`config.mk`:
```
export PLATFORM = sky130hd
export DESIGN_NAME = bmp24_to_rgb565_display_writer
export DESIGN_NICKNAME = d
export VERILOG_FILES = /design/src/rtl/core/bmpdw_pkg.sv /design/src/rtl/core/bmpdw_geometry.sv /design/src/rtl/core/bmpdw_parser.sv /design/src/rtl/core/bmpdw_emitter.sv /design/src/rtl/core/bmp24_to_rgb565_display_writer.sv
export VERILOG_INCLUDE_DIRS = /design/src /design/src/rtl/core
export SDC_FILE = /design/constraint.sdc
export NUM_CORES = 1
export LEC_CHECK = 0
export ABC_AREA = 1
export BUFFER_PORTS_ARGS = -buffer_cell sky130_fd_sc_hd__buf_4
export CORE_UTILIZATION = 39
export CTS_BUF_LIST = sky130_fd_sc_hd__clkbuf_4 sky130_fd_sc_hd__clkbuf_8
export DETAILED_ROUTE_END_ITERATION = 8
export GPL_ROUTABILITY_DRIVEN = 0
export SLEW_MARGIN = 20
export SYNTH_ARGS = -nofsm -noshare
export SYNTH_HDL_FRONTEND = slang
export SYNTH_SLANG_ARGS = --single-unit
```
`constraint.sdc`:
```
create_clock -name clk -period 4.7 [get_ports clk]
set_input_delay 0.47 -clock clk [delete_from_list [all_inputs] [get_ports clk]]
set_output_delay 0.47 -clock clk [all_outputs]
set_load 0.02 [all_outputs]
```
`src/rtl/core/bmp24_to_rgb565_display_writer_defines.svh`:
```
// Assertion macros shared by the display writer RTL.
// Depends on nothing; users must have clk and rst_n in scope.
`ifndef BMP24_TO_RGB565_DISPLAY_WRITER_DEFINES_SVH
`define BMP24_TO_RGB565_DISPLAY_WRITER_DEFINES_SVH

// Same-cycle implication, disabled during reset.
`define BMPDW_ASSERT_NOW(label, ante, cons, msg) \
    label: assert property (@(posedge clk) disable iff (!rst_n) (ante) |-> (cons)) \
        else $error(msg);

// Next-cycle implication, disabled during reset.
`define BMPDW_ASSERT_NEXT(label, ante, cons, msg) \
    label: assert property (@(posedge clk) disable iff (!rst_n) (ante) |=> (cons)) \
        else $error(msg);

`endif

```
`src/rtl/core/bmpdw_pkg.sv`:
```
// Shared types and constants of the BMP to RGB565 display writer.
// No dependencies.
package bmpdw_pkg;

    localparam int COORD_W = 10;   // panel coordinates
    localparam int ROWB_W  = 12;   // byte count within one stored row
    localparam int IMGW_W  = 11;   // image width once it passed the range check
    localparam int BMP_BPP = 24;
    localparam int BMP_MIN_PIXEL_OFFSET = 34;

    typedef enum logic [2:0] {
        KIND_CLEAR  = 3'd0,
        KIND_WINDOW = 3'd1,
        KIND_PIXEL  = 3'd2,
        KIND_REJECT = 3'd3,
        KIND_FINISH = 3'd4
    } kind_t;

    // Results caused by one file byte, in emission order: window, pixel, end.
    typedef struct packed {
        logic                 win_en;
        logic                 pix_en;
        logic                 end_en;
        kind_t                end_kind;
        logic [COORD_W-1:0]   x_start;
        logic [COORD_W-1:0]   x_end;
        logic [COORD_W-1:0]   row;
        logic [15:0]          pix;
    } bundle_t;

    // Placement of the image on the panel, derived from the header fields.
    typedef struct packed {
        logic [COORD_W-1:0]   x_first;
        logic [COORD_W-1:0]   x_last;
        logic [ROWB_W-1:0]    px;       // bytes drawn per row
        logic [ROWB_W-1:0]    rb_m1;    // stored row length minus one
        logic [COORD_W-1:0]   y_first;
        logic [COORD_W-1:0]   y_last;
        logic [31:0]          skip;     // stored rows below the panel
        logic                 bad;      // dimensions or offset out of range
    } geo_t;

endpackage

```
`src/rtl/core/bmpdw_geometry.sv`:
```
// Registered image placement derived from the parsed header fields.
// Depends on bmpdw_pkg.
module bmpdw_geometry #(
    parameter int PANEL_WIDTH     = 240,
    parameter int PANEL_HEIGHT    = 320,
    parameter int MAX_IMAGE_WIDTH = 1280
) (
    input  logic                 clk,
    input  logic [31:0]          width,
    input  logic [31:0]          height,
    input  logic [31:0]          offset,
    output bmpdw_pkg::geo_t      geo
);

    bmpdw_pkg::geo_t geo_reg;
    bmpdw_pkg::geo_t geo_next;

    logic                                wide;
    logic                                tall;
    logic [bmpdw_pkg::IMGW_W-1:0]        w11;
    logic [bmpdw_pkg::COORD_W-1:0]       drawn;
    logic [bmpdw_pkg::COORD_W-1:0]       dx;
    logic [bmpdw_pkg::COORD_W-1:0]       dy;
    logic [bmpdw_pkg::IMGW_W+1:0]        w3;
    logic [bmpdw_pkg::IMGW_W+1:0]        rb;

    always_comb
    begin
        wide  = width > 32'(PANEL_WIDTH);
        tall  = height > 32'(PANEL_HEIGHT);
        w11   = width[bmpdw_pkg::IMGW_W-1:0];
        drawn = wide ? bmpdw_pkg::COORD_W'(PANEL_WIDTH) : width[bmpdw_pkg::COORD_W-1:0];
        dx    = bmpdw_pkg::COORD_W'(PANEL_WIDTH) - width[bmpdw_pkg::COORD_W-1:0];
        dy    = bmpdw_pkg::COORD_W'(PANEL_HEIGHT) - height[bmpdw_pkg::COORD_W-1:0];
        w3    = {2'b00, w11} + {1'b0, w11, 1'b0};
        rb    = (w3 + (bmpdw_pkg::IMGW_W+2)'(3)) & ~((bmpdw_pkg::IMGW_W+2)'(3));

        geo_next.x_first = wide ? '0 : {1'b0, dx[bmpdw_pkg::COORD_W-1:1]};
        geo_next.x_last  = geo_next.x_first + drawn - bmpdw_pkg::COORD_W'(1);
        geo_next.px      = {2'b00, drawn} + {1'b0, drawn, 1'b0};
        geo_next.rb_m1   = bmpdw_pkg::ROWB_W'(rb - (bmpdw_pkg::IMGW_W+2)'(1));
        geo_next.y_first = tall ? '0 : {1'b0, dy[bmpdw_pkg::COORD_W-1:1]};
        geo_next.y_last  = tall ? bmpdw_pkg::COORD_W'(PANEL_HEIGHT - 1)
                                : geo_next.y_first + height[bmpdw_pkg::COORD_W-1:0]
                                  - bmpdw_pkg::COORD_W'(1);
        geo_next.skip    = tall ? height - 32'(PANEL_HEIGHT) : 32'd0;
        geo_next.bad     = (width == 32'd0) || (width > 32'(MAX_IMAGE_WIDTH)) ||
                           (height == 32'd0) ||
                           (offset < 32'(bmpdw_pkg::BMP_MIN_PIXEL_OFFSET));
    end

    // Header fields settle well before the last header byte, so registering the placement is safe.
    always_ff @(posedge clk)
    begin
        geo_reg <= geo_next;
    end

    assign geo = geo_reg;

endmodule

```
`src/rtl/core/bmpdw_parser.sv`:
```
// Byte-level BMP parser: header capture, row walk and pixel packing.
// Depends on bmpdw_pkg.
module bmpdw_parser (
    input  logic                 clk,
    input  logic                 rst_n,
    input  logic                 accept,
    input  logic [7:0]           file_byte,
    input  logic                 start_of_file,
    input  bmpdw_pkg::geo_t      geo,
    output logic [31:0]          width,
    output logic [31:0]          height,
    output logic [31:0]          offset,
    output bmpdw_pkg::bundle_t   bundle,
    output logic                 load
);

    typedef enum logic [4:0] {
        PH_IDLE   = 5'b00001,
        PH_HEADER = 5'b00010,
        PH_WAIT   = 5'b00100,
        PH_ROWS   = 5'b01000,
        PH_DONE   = 5'b10000
    } phase_t;

    localparam logic [5:0] OFS_POS  = 6'd10;
    localparam logic [5:0] WID_POS  = 6'd18;
    localparam logic [5:0] HGT_POS  = 6'd22;
    localparam logic [5:0] PLN_POS  = 6'd26;
    localparam logic [5:0] BPP_POS  = 6'd28;
    localparam logic [5:0] CMP_POS  = 6'd30;
    localparam logic [5:0] HDR_LAST = 6'd33;

    phase_t                          phase_reg, phase_next, e_phase;
    logic [31:0]                     pos_reg, pos_next, e_pos;
    logic [31:0]                     offset_reg, offset_next, e_offset;
    logic [31:0]                     width_reg, width_next, e_width;
    logic [31:0]                     height_reg, height_next, e_height;
    logic [31:0]                     skip_reg, skip_next, e_skip;
    logic [2:0]                      flags_reg, flags_next, e_flags;
    logic [bmpdw_pkg::COORD_W-1:0]   row_reg, row_next, e_row;
    logic [bmpdw_pkg::ROWB_W-1:0]    bir_reg, bir_next, e_bir;
    logic [1:0]                      bit_reg, bit_next, e_bit;
    logic [10:0]                     pp_reg, pp_next, e_pp;
    logic [5:0]                      p;
    logic                            do_row;
    logic                            finished;

    always_comb
    begin
        // A start mark drops the current file and opens a header.
        if (start_of_file)
        begin
            e_phase  = PH_HEADER;
            e_pos    = '0;
            e_offset = '0;
            e_width  = '0;
            e_height = '0;
            e_skip   = '0;
            e_flags  = '0;
            e_row    = '0;
            e_bir    = '0;
            e_bit    = '0;
            e_pp     = '0;
        end
        else
        begin
            e_phase  = phase_reg;
            e_pos    = pos_reg;
            e_offset = offset_reg;
            e_width  = width_reg;
            e_height = height_reg;
            e_skip   = skip_reg;
            e_flags  = flags_reg;
            e_row    = row_reg;
            e_bir    = bir_reg;
            e_bit    = bit_reg;
            e_pp     = pp_reg;
        end

        phase_next  = e_phase;
        offset_next = e_offset;
        width_next  = e_width;
        height_next = e_height;
        skip_next   = e_skip;
        flags_next  = e_flags;
        row_next    = e_row;
        bir_next    = e_bir;
        bit_next    = e_bit;
        pp_next     = e_pp;
        bundle      = '0;
        do_row      = 1'b0;
        finished    = 1'b0;
        p           = e_pos[5:0];

        case (e_phase)
            PH_HEADER:
            begin
                for (int k = 0; k < 4; k++)
                begin
                    if (p == OFS_POS + 6'(k)) offset_next[8*k +: 8] = file_byte;
                    if (p == WID_POS + 6'(k)) width_next[8*k +: 8]  = file_byte;
                    if (p == HGT_POS + 6'(k)) height_next[8*k +: 8] = file_byte;
                end
                if ((p == PLN_POS && file_byte != 8'd1) ||
                    (p == PLN_POS + 6'd1 && file_byte != 8'd0))
                    flags_next[0] = 1'b1;
                if ((p == BPP_POS && file_byte != 8'(bmpdw_pkg::BMP_BPP)) ||
                    (p == BPP_POS + 6'd1 && file_byte != 8'd0))
                    flags_next[1] = 1'b1;
                if (p inside {[CMP_POS:HDR_LAST]} && file_byte != 8'd0)
                    flags_next[2] = 1'b1;
                if (p == HDR_LAST)
                begin
                    bundle.end_en = 1'b1;
                    if (flags_next != 3'd0 || geo.bad)
                    begin
                        bundle.end_kind = bmpdw_pkg::KIND_REJECT;
                        phase_next      = PH_DONE;
                    end
                    else
                    begin
                        bundle.end_kind = bmpdw_pkg::KIND_CLEAR;
                        skip_next       = geo.skip;
                        row_next        = geo.y_last;
                        bir_next        = '0;
                        bit_next        = '0;
                        pp_next         = '0;
                        phase_next      = PH_WAIT;
                    end
                end
            end
            PH_WAIT:
            begin
                if (e_pos == e_offset)
                begin
                    phase_next = PH_ROWS;
                    do_row     = 1'b1;
                end
            end
            PH_ROWS:
            begin
                do_row = 1'b1;
            end
            default:
            begin
            end
        endcase

        if (do_row)
        begin
            if (e_skip == 32'd0)
            begin
                if (e_bir == '0)
                begin
                    bundle.win_en  = 1'b1;
                    bundle.x_start = geo.x_first;
                    bundle.x_end   = geo.x_last;
                    bundle.row     = e_row;
                end
                if (e_bir < geo.px)
                begin
                    case (e_bit)
                        2'd0:
                        begin
                            pp_next  = {6'd0, file_byte[7:3]};
                            bit_next = 2'd1;
                        end
                        2'd1:
                        begin
                            pp_next  = {file_byte[7:2], e_pp[4:0]};
                            bit_next = 2'd2;
                        end
                        default:
                        begin
                            bundle.pix_en = 1'b1;
                            bundle.pix    = {file_byte[7:3], e_pp};
                            bit_next      = 2'd0;
                            if (e_bir == geo.px - bmpdw_pkg::ROWB_W'(1) &&
                                e_row <= geo.y_first)
                            begin
                                bundle.end_en   = 1'b1;
                                bundle.end_kind = bmpdw_pkg::KIND_FINISH;
                                phase_next      = PH_DONE;
                                finished        = 1'b1;
                            end
                        end
                    endcase
                end
            end
            if (!finished)
            begin
                // Advance to the next stored row after its padding.
                if (e_bir >= geo.rb_m1)
                begin
                    bir_next = '0;
                    bit_next = '0;
                    if (e_skip != 32'd0) skip_next = e_skip - 32'd1;
                    else                 row_next  = e_row - bmpdw_pkg::COORD_W'(1);
                end
                else
                begin
                    bir_next = e_bir + bmpdw_pkg::ROWB_W'(1);
                end
            end
        end

        // Hold the position at all ones once it gets there.
        if (phase_next != PH_IDLE && e_pos != 32'hFFFF_FFFF) pos_next = e_pos + 32'd1;
        else                                                  pos_next = e_pos;

        load = accept && (bundle.win_en || bundle.pix_en || bundle.end_en);
    end

    always_ff @(posedge clk or negedge rst_n)
    begin
        if (!rst_n)
        begin
            phase_reg  <= PH_IDLE;
            pos_reg    <= '0;
            offset_reg <= '0;
            width_reg  <= '0;
            height_reg <= '0;
            skip_reg   <= '0;
            flags_reg  <= '0;
            row_reg    <= '0;
            bir_reg    <= '0;
            bit_reg    <= '0;
            pp_reg     <= '0;
        end
        else if (accept)
        begin
            phase_reg  <= phase_next;
            pos_reg    <= pos_next;
            offset_reg <= offset_next;
            width_reg  <= width_next;
            height_reg <= height_next;
            skip_reg   <= skip_next;
            flags_reg  <= flags_next;
            row_reg    <= row_next;
            bir_reg    <= bir_next;
            bit_reg    <= bit_next;
            pp_reg     <= pp_next;
        end
    end

    assign width  = width_reg;
    assign height = height_reg;
    assign offset = offset_reg;

endmodule

```
`src/rtl/core/bmpdw_emitter.sv`:
```
// Two-deep result buffer that sends each byte's results one per transfer.
// Depends on bmpdw_pkg.
module bmpdw_emitter (
    input  logic                 clk,
    input  logic                 rst_n,
    input  logic                 load,
    input  bmpdw_pkg::bundle_t   bundle,
    output logic                 in_ready,
    output logic                 out_valid,
    input  logic                 out_ready,
    output logic [2:0]           kind,
    output logic [9:0]           x_start,
    output logic [9:0]           x_end,
    output logic [9:0]           row,
    output logic [15:0]          pixel_rgb565,
    output logic                 last
);

    bmpdw_pkg::bundle_t  a_reg, a_next;
    bmpdw_pkg::bundle_t  b_reg, b_next;
    logic                a_any;
    logic                b_any;
    logic [1:0]          a_cnt;
    logic                xfer;
    logic                a_free;
    logic                sel_win;
    logic                sel_pix;

    assign a_any   = a_reg.win_en | a_reg.pix_en | a_reg.end_en;
    assign b_any   = b_reg.win_en | b_reg.pix_en | b_reg.end_en;
    assign a_cnt   = {1'b0, a_reg.win_en} + {1'b0, a_reg.pix_en} + {1'b0, a_reg.end_en};
    assign last    = (a_cnt == 2'd1);
    assign xfer    = a_any && out_ready;
    assign a_free  = !a_any || (xfer && last);
    assign sel_win = a_reg.win_en;
    assign sel_pix = !a_reg.win_en && a_reg.pix_en;

    always_comb
    begin
        a_next = a_reg;
        b_next = b_reg;
        // Drop the result just sent when more of the same byte remain.
        if (xfer && !last)
        begin
            if (a_reg.win_en) a_next.win_en = 1'b0;
            else              a_next.pix_en = 1'b0;
        end
        if (a_free)
        begin
            if (b_any)
            begin
                a_next        = b_reg;
                b_next.win_en = 1'b0;
                b_next.pix_en = 1'b0;
                b_next.end_en = 1'b0;
            end
            else if (load)
            begin
                a_next = bundle;
            end
            else
            begin
                a_next.win_en = 1'b0;
                a_next.pix_en = 1'b0;
                a_next.end_en = 1'b0;
            end
        end
        else if (load)
        begin
            b_next = bundle;
        end
    end

    always_ff @(posedge clk or negedge rst_n)
    begin
        if (!rst_n)
        begin
            a_reg <= '0;
            b_reg <= '0;
        end
        else
        begin
            a_reg <= a_next;
            b_reg <= b_next;
        end
    end

    assign in_ready     = !b_any;
    assign out_valid    = a_any;
    assign kind         = sel_win ? bmpdw_pkg::KIND_WINDOW :
                          sel_pix ? bmpdw_pkg::KIND_PIXEL  : a_reg.end_kind;
    assign x_start      = sel_win ? a_reg.x_start : '0;
    assign x_end        = sel_win ? a_reg.x_end   : '0;
    assign row          = sel_win ? a_reg.row     : '0;
    assign pixel_rgb565 = sel_pix ? a_reg.pix     : '0;

endmodule

```
`src/rtl/core/bmp24_to_rgb565_display_writer.sv`:
```
// Top level of the 24-bit BMP to RGB565 display writer.
// Depends on bmpdw_pkg, bmpdw_geometry, bmpdw_parser, bmpdw_emitter and the defines header.
//
// Feed a BMP file one byte per transfer on the input channel, with start_of_file
// high on its first byte. The block takes one byte every clock cycle while the
// result buffer has room; each byte is decoded in the cycle it is taken, and its
// results (none, one, two or three) are registered in the result buffer and sent
// on the output channel one result per transfer. The output channel therefore
// sets the sustained rate: a byte that yields k results occupies the output for
// k transfers, and a two-deep result buffer lets the input run one byte ahead of
// a stalled or busy output. Results come in this order: a clear (or reject) after
// header byte 33, then for each drawn panel row, bottom row first, a window
// command followed by that row's pixels, and a finish after the top row's last
// drawn pixel. Files with planes other than 1, depth other than 24, compression,
// zero or oversized width, zero height, or a pixel offset below 34 get a single
// reject. Fields that do not belong to a result kind read zero, and last marks
// the final result of each byte. Bytes outside an open file, padding, clipped
// pixels and rows below the panel give nothing.
`include "bmp24_to_rgb565_display_writer_defines.svh"

module bmp24_to_rgb565_display_writer #(
    parameter int PANEL_WIDTH     = 240,
    parameter int PANEL_HEIGHT    = 320,
    parameter int MAX_IMAGE_WIDTH = 1280
) (
    input  logic         clk,
    input  logic         rst_n,
    input  logic         in_valid,
    output logic         in_ready,
    input  logic [7:0]   file_byte,
    input  logic         start_of_file,
    output logic         out_valid,
    input  logic         out_ready,
    output logic [2:0]   kind,
    output logic [9:0]   x_start,
    output logic [9:0]   x_end,
    output logic [9:0]   row,
    output logic [15:0]  pixel_rgb565,
    output logic         last
);

    logic                 accept;
    logic                 load;
    logic [31:0]          width;
    logic [31:0]          height;
    logic [31:0]          offset;
    bmpdw_pkg::geo_t      geo;
    bmpdw_pkg::bundle_t   bundle;

    // One input transfer per cycle whenever the result buffer has room.
    assign accept = in_valid && in_ready;

    // Placement on the panel, re-derived every cycle from the header fields.
    bmpdw_geometry #(
        .PANEL_WIDTH     (PANEL_WIDTH),
        .PANEL_HEIGHT    (PANEL_HEIGHT),
        .MAX_IMAGE_WIDTH (MAX_IMAGE_WIDTH)
    ) u_geometry (
        .clk    (clk),
        .width  (width),
        .height (height),
        .offset (offset),
        .geo    (geo)
    );

    // Parse header, walk rows bottom up, pack BGR into RGB565.
    bmpdw_parser u_parser (
        .clk           (clk),
        .rst_n         (rst_n),
        .accept        (accept),
        .file_byte     (file_byte),
        .start_of_file (start_of_file),
        .geo           (geo),
        .width         (width),
        .height        (height),
        .offset        (offset),
        .bundle        (bundle),
        .load          (load)
    );

    // Hold each byte's results and send them out in order.
    bmpdw_emitter u_emitter (
        .clk          (clk),
        .rst_n        (rst_n),
        .load         (load),
        .bundle       (bundle),
        .in_ready     (in_ready),
        .out_valid    (out_valid),
        .out_ready    (out_ready),
        .kind         (kind),
        .x_start      (x_start),
        .x_end        (x_end),
        .row          (row),
        .pixel_rgb565 (pixel_rgb565),
        .last         (last)
    );

    // A full spare bundle means the output stage is busy.
    `BMPDW_ASSERT_NOW(a_stall_has_output, !in_ready, out_valid, "input stalled with no output pending")
    // A window never runs backward.
    `BMPDW_ASSERT_NOW(a_window_order, out_valid && kind == bmpdw_pkg::KIND_WINDOW, x_end >= x_start, "window end before start")
    // Window fields are zero on every other kind.
    `BMPDW_ASSERT_NOW(a_window_fields_zero, out_valid && kind != bmpdw_pkg::KIND_WINDOW, x_start == 10'd0 && x_end == 10'd0 && row == 10'd0, "window fields set outside a window")
    // More results of the same byte follow right after a non-final transfer.
    `BMPDW_ASSERT_NEXT(a_bundle_continues, out_valid && out_ready && !last, out_valid, "byte results cut short")

endmodule
```
After elaboration in Yosys (flattened, before gate mapping)
Index checks and enable logic that the tools add are counted.
- equality and inequality tests: 30
- div/mod/pow operators: 0
- $mul: 0
- $lt $le $gt $ge: 9
- shifts and indexed selects: 0
- add/subtract/negate cells: 18
- bitwise logic cells: 5
- reductions and logical operators: 43
- mux-type cells: 116
- operators with widths (cell ; number):
    2-to-1 mux 32 bit ; 16
    2-to-1 mux 52 bit ; 5
    2-to-1 mux 10 bit ; 12
    logical NOT 32 bit ; 3
    2-to-1 mux 8 bit ; 12
    2-to-1 mux 12 bit ; 7
    2-to-1 mux 11 bit ; 7
    == test 6 x 5 -> 1 bit (second input constant) ; 12
    2-to-1 mux 5 bit ; 11
    2-to-1 mux 49 bit ; 1
    2-to-1 mux 16 bit ; 3
    adder 32 x 1 -> 32 bit (second input constant) ; 1
    == test 32 bit ; 1
    greater-than comparator 32 x 11 -> 1 bit (second input constant) ; 1
    greater-than comparator 32 x 8 -> 1 bit (second input constant) ; 1
    greater-than comparator 32 x 9 -> 1 bit (second input constant) ; 1
    less-than comparator 32 x 6 -> 1 bit (second input constant) ; 1
    != test 32 bit (second input constant) ; 1
    nonzero test 32 bit ; 1
    subtractor 32 x 1 -> 32 bit (second input constant) ; 1
    subtractor 32 x 9 -> 32 bit (second input constant) ; 1
    2-to-1 mux 30 bit ; 1
    subtractor 10 x 1 -> 10 bit (second input constant) ; 3
    == test 6 x 4 -> 1 bit (second input constant) ; 4
    47 further kinds ; 114
- logic and storage cells: 256
- memories: 0
- bits in latches: 0
- memory bits (read-only): 0
- memory bits (writable): 0
- register bits after elaboration: 404

Longest topological paths before layout
Gate-level depths: netlist of run 1.
- word-level depth: 22
- gate-level depth with buffers: 30

Cells and area by module
From an unflattened synthesis of run 1, not the netlist that was laid out.
- cell total of the unflattened synthesis: 3729
- area total of the unflattened synthesis: 25622.1 µm²
- by module, submodules not included (module ; instances ; cells an instance ; area each (µm²)):
    bmpdw_parser ; 1 ; 2167 ; 14416.3
    bmpdw_geometry ; 1 ; 825 ; 5983.2
    bmpdw_emitter ; 1 ; 735 ; 5215.0
    bmp24_to_rgb565_display_writer ; 1 ; 2 ; 7.5

Worst setup path before layout of run 1
OpenSTA, ideal clock, no wires.
- kind: register -> register
- start: reg u_parser.height_reg[1] (netlist: u_parser.height[1])
- end: reg u_geometry.geo_reg, in the netlist u_geometry.geo[42]
- arrival time: 3.594 ns
- setup time: 0.070 ns
- cell stages (with the launch flop): 31
- path slack: 1.036 ns
- cells stage by stage: dfrtp_1 -> inv_1 -> ha_1 -> inv_1 -> nor3_1 -> inv_1 -> nor2_1 -> inv_1 -> nor2_1 -> nand2_1 -> a31oi_1 -> nand2_1 -> clkbuf_1 -> nor3_1 -> inv_1 -> ha_1 -> inv_1 -> ha_1 -> inv_1 -> fa_1 -> nor2_1 -> o21ai_0 -> nand2_1 -> nand2_1 -> nand2_1 -> a21oi_1 -> inv_1 -> a21oi_1 -> o21bai_1 -> o21ai_0 -> a21oi_1
- RTL lines (element ; RTL line ; source):
    start, declared ; bmpdw_parser.sv:37 ; logic [31:0] height_reg, height_next, e_height;
    start signal, assigned ; bmpdw_parser.sv:236 ; height_reg <= height_next;
    end signal, assigned ; bmpdw_geometry.sv:55 ; geo_reg <= geo_next;
    end, declared ; bmpdw_geometry.sv:15 ; bmpdw_pkg::geo_t geo_reg;

Worst setup path in the final report of run 1
- start: reg u_parser.height_reg[1] (netlist: u_parser.height[1])
- end: reg u_geometry.geo_reg, in the netlist u_geometry.geo[42]
- longest elaborated chain between the ends: 4
- elaborated cells on any way between the ends: 5
- those cells by class: 3 x add/sub; 1 x order compare; 1 x mux
- RTL lines (element ; RTL line ; source):
    greater-than comparator 32 x 9 -> 1 bit or subtractor 9 x 10 -> 10 bit (tied branches) ; bmpdw_geometry.sv:30, bmpdw_geometry.sv:34 ;
    2-to-1 mux 9 bit ; bmpdw_geometry.sv:42 ; geo_next.y_first = tall ? '0 : {1'b0, dy[bmpdw_pkg::COORD_W-1:1]};
    adder 10 bit ; bmpdw_geometry.sv:44 ; : geo_next.y_first + height[bmpdw_pkg::COORD_W-1:0]
    subtractor 10 x 1 -> 10 bit ; bmpdw_geometry.sv:45 ; - bmpdw_pkg::COORD_W'(1);
Several ways; a longest one is shown, not always the timed one.
A chain may end at the register's enable or synchronous reset.

==> results of run 1 <==
==> layout make-up <==
class                   instances  area share
multi-input cells            2318       0.442
flip-flops and latches        396       0.346
inverters                     569      0.0782
clock buffers                 120      0.0536
well taps                     837      0.0383
repair buffers                112      0.0334
clock inverters                20     0.00842
diodes                          1   0.0000916
==> layer usage <==
metal  vias to the layer above  share of wire  GRT usage
li1                      11087              -          -
met1                     10176           0.48      0.304
met2                       590           0.44      0.343
met3                       122          0.057     0.0366
met4                         0          0.029     0.0800
met5                         -              0          0
==> cell usage in the layout (no fill, tap or decap), drive strengths merged, types with 5 or more instances in the layout <==
| cell | count |
|---|---|
| nand3b | 6 |
| or2 | 24 |
| o31ai | 6 |
| dfxtp | 93 |
| nand2 | 794 |
| xnor2 | 20 |
| nor3 | 43 |
| a31oi | 6 |
| o21ai | 244 |
| inv | 570 |
| ha | 114 |
| nor4 | 14 |
| nand4 | 79 |
| a21oi | 122 |
| o211ai | 38 |
| nor2 | 345 |
| buf | 111 |
| clkinv | 16 |
| a22oi | 5 |
| o21bai | 5 |
| dfrtp | 302 |
| xor2 | 78 |
| o21a | 12 |
| clkbuf | 120 |
| nand3 | 250 |
| o22ai | 90 |
==> what timing repair did <==
item	CTS	global route
hold buffers	1	0
endpoints found under the hold margin	86	0
resized for setup	0	1
endpoints found under the setup margin	0	1
==> worst register-to-register path, delay by kind of cell (launching register included) <==
family,cells,cell delay [ns]
compound gates,7,0.72
simple gates,10,1.20
flops,1,0.39
buf+inv,6,0.78
fa+ha+maj,3,1.00
==> synth_stat cells, types with 4 or more instances <==
cell | n | area share
fa_1 | 4 | 0.0033
dfrtp_1 | 302 | 0.31
o31ai_1 | 6 | 0.0019
nor3_1 | 41 | 0.0084
nand3_2 | 4 | 0.0016
a21oi_1 | 122 | 0.025
ha_1 | 114 | 0.059
a22oi_1 | 5 | 0.0015
nand2_1 | 786 | 0.12
o21ai_0 | 232 | 0.048
o21a_1 | 12 | 0.0037
nor2_1 | 338 | 0.052
o211ai_1 | 38 | 0.012
inv_2 | 4 | 0.00062
nand4_1 | 77 | 0.020
o22ai_1 | 90 | 0.023
inv_1 | 561 | 0.087
nand2_2 | 8 | 0.0021
nand3b_1 | 6 | 0.0019
o21bai_1 | 5 | 0.0015
or2_2 | 24 | 0.0062
buf_6 | 9 | 0.0042
o21ai_1 | 12 | 0.0025
buf_2 | 29 | 0.0060
a31oi_1 | 6 | 0.0015
xnor2_1 | 20 | 0.0072
nand3_1 | 246 | 0.051
nor2_2 | 5 | 0.0013
nor4_1 | 13 | 0.0033
clkbuf_1 | 89 | 0.014
xor2_1 | 78 | 0.028
dfxtp_1 | 93 | 0.077
==> how the worst max path moves through the flow <==
stage                        from                 end  slack, ns  cells after the start
3_5_place_dp   u_parser.height[1]  u_geometry.geo[42]       0.59                     26
2_1_floorplan  u_parser.height[1]  u_geometry.geo[42]       1.04                     30
6_report       u_parser.height[1]  u_geometry.geo[42]       0.49                     26
5_1_grt        u_parser.height[1]  u_geometry.geo[42]       0.04                     28
4_1_cts        u_parser.height[1]  u_geometry.geo[42]       0.55                     29
3_3_place_gp   u_parser.height[1]  u_geometry.geo[42]       0.70                     28
==> cell families (layout without fill, tap and decap cells) <==
kind of cell    after synthesis  in the layout  synth area share
simple gates               1561           1561             0.274
buf+inv                     704            821             0.115
compound gates              540            540             0.125
flops                       396            396             0.389
fa+ha+maj                   118            118            0.0620
xor+xnor                     98             98            0.0353
other cells                   1              2          0.000154
==> power by group through the flow <==
stage | clock, uW | combinational [uW] | sequential [uW]
after CTS | 3870 | 500 | 3450
after global placement | 0 | 496 | 3510
after global routing | 4020 | 556 | 3450
final | 3770 | 500 | 3450
after floorplan | 0 | 309 | 3500
after detailed placement | 0 | 498 | 3510
==> through the flow <==
stage	instances	power, uW
after global routing	4373	8020
after detailed placement	4231	4010
after floorplan	3418	3810
after CTS	4372	7820
after global placement	4231	4010
final	4373	7720
==> flow_summary_export.csv, run 1 <==
group,metric,value,unit
setup_path,r2r_cells,26,
yosys,syn_area_per_cell,7.11,sq um
setup_path,worstSetupEndpointType,"flip-flop",
sta,finalSetupTns,0,ns
sta,max_clock_freq,238,MHz
power_and_ir_drop,pwr_density_cell,282,nW/um^2
drt,drt_iter0_drc,1678,
drt,vias,21975,
setup_path,critical_path_buf_inv_count,6,
global_routing,grt_pass1_wl,112000,um
global_routing,antenna_found_initial,1,
power_and_ir_drop,clkPwrFrac,0.488,
sta,post-route-period-util,0.895,
clock_tree,cts_max_level,3,
yosys,yosysWarnings,0,
power_and_ir_drop,power_frac_comb,0.065,
yosys,syn_nets,3549,
power_and_ir_drop,cellLeakagePower,0.0146,uW
cells_and_area,final_area,27300,sq um
die,dieArea,63300,sq um
sta,finalHoldWorstSlack,0.108,ns
worst_hold_path,hp-class,"input port to flip-flop",
yosys,synth-seq-area-share,0.389,
setup_path,arrival,4.78,ns
yosys,async_reset_ff_frac,0.765,
drt,via_per_inst,5.03,
setup_path,crit_fanout,13,
sta,setup_violations,0,
cells_and_area,drive_gt1_frac,0.0883,
job,drv_cap,0,
yosys,ys.flop_type,"dfrtp_1",
sta,slew_headroom,0.303,
clock_tree,cts_buffers,76,
drt,ant_nets,0,
placement,hpwlAfterDp,47700,um
yosys,ys_types,55,
yosys,ys_seq_elements,396,
clock_tree,cts.sinks,396,
setup_path,required,5.28,ns
worst_hold_path,min_to,"u_parser.offset[30]",
global_routing,grt_pass1_vias,21131,
global_routing,overflow,0,
clock_tree,cts_buffer_depth,3,
clock_tree,clk_pin_slew_worst_paths,0.07,ns
yosys,synth_area,24300,sq um
die,start_util,0.394,
cells_and_area,largest_reg_flops,93,
die,die_h,252,um
sta,hold_violations,0,
yosys,synth_edf_count,0,
cells_and_area,num-nets-final,3604,
status,status,"finished clean",
die,coreArea,61600,sq um
worst_hold_path,hp-start,"file_byte[6]",
placement,port_buffers,63,
global_routing,grt_max_degree,107,
sta,tightest_slew,1.05,ns
power_and_ir_drop,seq_power_share,0.447,
sta,fin_skew,0.0412,ns
die,dieWidth,252,um
placement,pre_cts_ws,0.594,ns
clock_tree,cts_tree,"done",
power_and_ir_drop,internal_power,5730,uW
cells_and_area,multi_input_area,12100,sq um
die,ioPinCount,65,
sta,finalCriticalPeriod,4.21,ns
setup_path,r2r_start,"u_parser.height[1]",
sta,setup_ws,0.493,ns
sta,grt_setup_unrepaired,"no",
global_routing,grtUsageTotal,0.219,
setup_path,start_kind,"flip-flop",
cells_and_area,num-fill-cells,6376,
drt,drc,0,
cells_and_area,area_delta_synth_final,12.5,%
drt,dr.pass1.iters,8,
power_and_ir_drop,p_sw,1990,uW
setup_path,worstSetupPathType,"flip-flop to flip-flop",
clock_tree,root_buffer,"clkbuf_8",
setup_path,r2r_setup_slack,0.49,ns
drt,drt-total-wl,68500,um
cells_and_area,seqCellArea,9450,sq um
yosys,syn-instance-count,3418,
sta,drv_slew,0,
setup_path,cp_top_family,"simple AND/OR/NAND/NOR gates",
die,placement_rows,91,
power_and_ir_drop,switching_share,0.258,
placement,placed_cell_area,25600,sq um
setup_path,crit_path_frequent_cell,"inv_1",
setup_path,critical_path.slowest_cell,"fa_1",
power_and_ir_drop,max-vdd-ir-drop,0.178,mV
setup_path,r2r-end,"u_geometry.geo[42]",
cells_and_area,fin_util,0.444,
clock_tree,clk_latency,0.68,ns
setup_path,cpPeakStageDelay,0.46,ns
clock_tree,postCtsSetupBuffers,0,
drt,routedWlPerCell,15.7,um
worst_hold_path,holdPathStages,3,
No activity file was read; power rests on OpenSTA's default activity.
==> run 2: changes to the inputs <==
--- a/config.mk
+++ b/config.mk
@@ -8,7 +8,7 @@
 export LEC_CHECK = 0
 export ABC_AREA = 1
 export BUFFER_PORTS_ARGS = -buffer_cell sky130_fd_sc_hd__buf_4
-export CORE_UTILIZATION = 39
+export CORE_UTILIZATION = 42
 export CTS_BUF_LIST = sky130_fd_sc_hd__clkbuf_4 sky130_fd_sc_hd__clkbuf_8
 export DETAILED_ROUTE_END_ITERATION = 8
 export GPL_ROUTABILITY_DRIVEN = 0
==> constraint.sdc (replaced) <==
create_clock -name clk -period 4.7 [get_ports clk]
set_input_delay 0.94 -clock clk [delete_from_list [all_inputs] [get_ports clk]]
set_output_delay 0.94 -clock clk [all_outputs]
set_load 0.02 [all_outputs]
==> flow_summary_export.csv, run 2 (synthesis results as in run 1) <==
group,metric,value,unit
sta,grt_setup_unrepaired,"no",
die,placement_rows,87,
drt,drt-total-wl,69100,um
clock_tree,cts_resized,0,
drt,top_layer,"met4",
global_routing,overflow,0,
setup_path,cpPeakStageDelay,0.86,ns
drt,routedWlPerCell,16.1,um
cells_and_area,num-nets-final,3612,
cells_and_area,largest_reg_flops,93,
sta,max_clock_freq,234,MHz
die,dieArea,58800,sq um
placement,dp.cells,4159,
drt,met2_length,29700,um
sta,finalSetupTns,0,ns
sta,drv_slew,0,
sta,fin_skew,0.0394,ns
power_and_ir_drop,report.power.total,7700,uW
clock_tree,ctsHoldBuffers,0,
setup_path,crit_path_frequent_cell,"buf_4",
placement,port_buffers,63,
sta,tightest_slew,1.13,ns
setup_path,arrival,4.77,ns
cells_and_area,final_area,27300,sq um
cells_and_area,area_delta_synth_final,12.6,%
sta,finalCriticalPeriod,4.27,ns
clock_tree,cts.sinks,396,
drt,drt-met1-wl,33100,um
die,ioPinCount,65,
drt,ant_nets,0,
setup_path,r2r_cells,29,
setup_path,r2r_setup_slack,0.54,ns
clock_tree,root_buffer,"clkbuf_8",
cells_and_area,final_cell_mix,"785 x nand2_1, 558 x inv_1, 337 x nor2_1, 302 x dfrtp_1, 246 x nand3_1",
power_and_ir_drop,pwr_density_cell,282,nW/um^2
placement,hpwlAfterDp,47900,um
drt,dr_wl_met3,4110,um
global_routing,grtUsageTotal,0.236,
cells_and_area,fin_util,0.482,
clock_tree,clk_latency,0.68,ns
setup_path,required,5.20,ns
placement,placed_cell_area,25600,sq um
worst_hold_path,hp-class,"input port to asynchronous set/reset pin",
setup_path,worstSetupPathType,"input port to flip-flop",
clock_tree,cts_buffer_depth,3,
setup_path,critical_path.slowest_cell,"nor4_1",
sta,post-route-period-util,0.908,
cells_and_area,layout.cells.non_filler,4296,
status,status,"finished clean",
die,coreArea,56700,sq um
setup_path,worstSetupEndpointType,"flip-flop",
setup_path,r2r-end,"u_geometry.geo[42]",
clock_tree,cts_max_level,3,
setup_path,path_cells,"buf_4 > buf_4 > buf_4 > nor2_1 > nor4_4 > buf_4 > inv_1 > nor4_1 > nand2_1 > a21oi_1 > o22ai_1",
die,start_util,0.428,
drt,drc,0,
job,drv_cap,0,
sta,setup_violations,0,
setup_path,crit_fanout,36,
cells_and_area,drive_gt1_frac,0.0893,
power_and_ir_drop,max-vdd-ir-drop,0.186,mV
power_and_ir_drop,cellLeakagePower,0.0147,uW
drt,via_per_inst,5.13,
global_routing,grt_pass1_wl,112000,um
sta,slew_headroom,0.243,
cells_and_area,layout_commonest_cell,"nand2_1",
clock_tree,postCtsSetupBuffers,0,
setup_path,start_kind,"input port",
drt,vias,22056,
clock_tree,clk_pin_slew_worst_paths,0.06,ns
die,dieWidth,242,um
global_routing,grt_pass1_vias,20831,
global_routing,grt_max_degree,108,
drt,drt_iter0_drc,1724,
clock_tree,cts_buffers,76,
global_routing,antenna_found_initial,2,
die,die_h,242,um
drt,dr.pass1.iters,6,
setup_path,r2r_start,"u_parser.height[1]",
sta,hold_violations,0,
clock_tree,cts_tree,"done",
-- run 2: cell count changes in the layout (fill, tap and decap cells not counted), moves of 2 or more --
cell,delta
clkbuf_4,-10
clkbuf_8,+7
buf_12,+5
clkinvlp_4,+5
buf_4,+4
clkinv_2,-2
clkinv_8,-2
-- run 2: how the worst max path moves through the flow --
stage               slack, ns  cells past startpoint                   end               start
CTS                      0.48                     28    u_geometry.geo[42]  u_parser.height[1]
floorplan                0.84                     21  u_parser.bir_reg[10]       start_of_file
detailed placement      -0.13                     11    u_parser.width[17]       start_of_file
global placement        -0.16                     11    u_parser.width[16]       start_of_file
global route             0.03                     29    u_geometry.geo[42]  u_parser.height[1]
finish                   0.43                     11    u_parser.width[21]       start_of_file
-- run 2: metrics by stage --
stage | hold WS, ns | worst slack [ns]
3_5_place_dp | 0.452 | -0.135
3_3_place_gp | 0.453 | -0.155
5_1_grt | 0.374 | 0.0320
2_1_floorplan | 0.437 | 0.836
6_report | 0.339 | 0.431
4_1_cts | 0.335 | 0.479
-- run 2: critical path: cells and delay by family --
| kind | cells | cell delay [ns] |
|---|---|---|
| AND/OR/NAND/NOR | 4 | 1.75 |
| AO/OA/AOI/OAI | 2 | 0.78 |
| buffers and inverters | 5 | 1.27 |
-- run 2: final cells by class --
type                       instances  area [sq um]
antenna                            2          5.00
clock buffer                     117          1490
fill                            5807         29400
multi-input combinational       2318         12100
clock inverter                    18           200
timing repair buffer             120          1030
tap                              756           946
inverter                         569          2140
sequential                       396          9450
-- run 2: where the power goes --
| group | internal (uW) | switching [uW] |
|---|---|---|
| Clock | 2190 | 1550 |
| Sequential | 3420 | 24.3 |
| Combinational | 138 | 375 |
-- run 2: routing by layer --
metal,GRT usage,up-vias
met4,0.0834,0
met3,0.0402,134
met1,0.337,10211
li1,-,11103
met5,0,-
met2,0.359,608
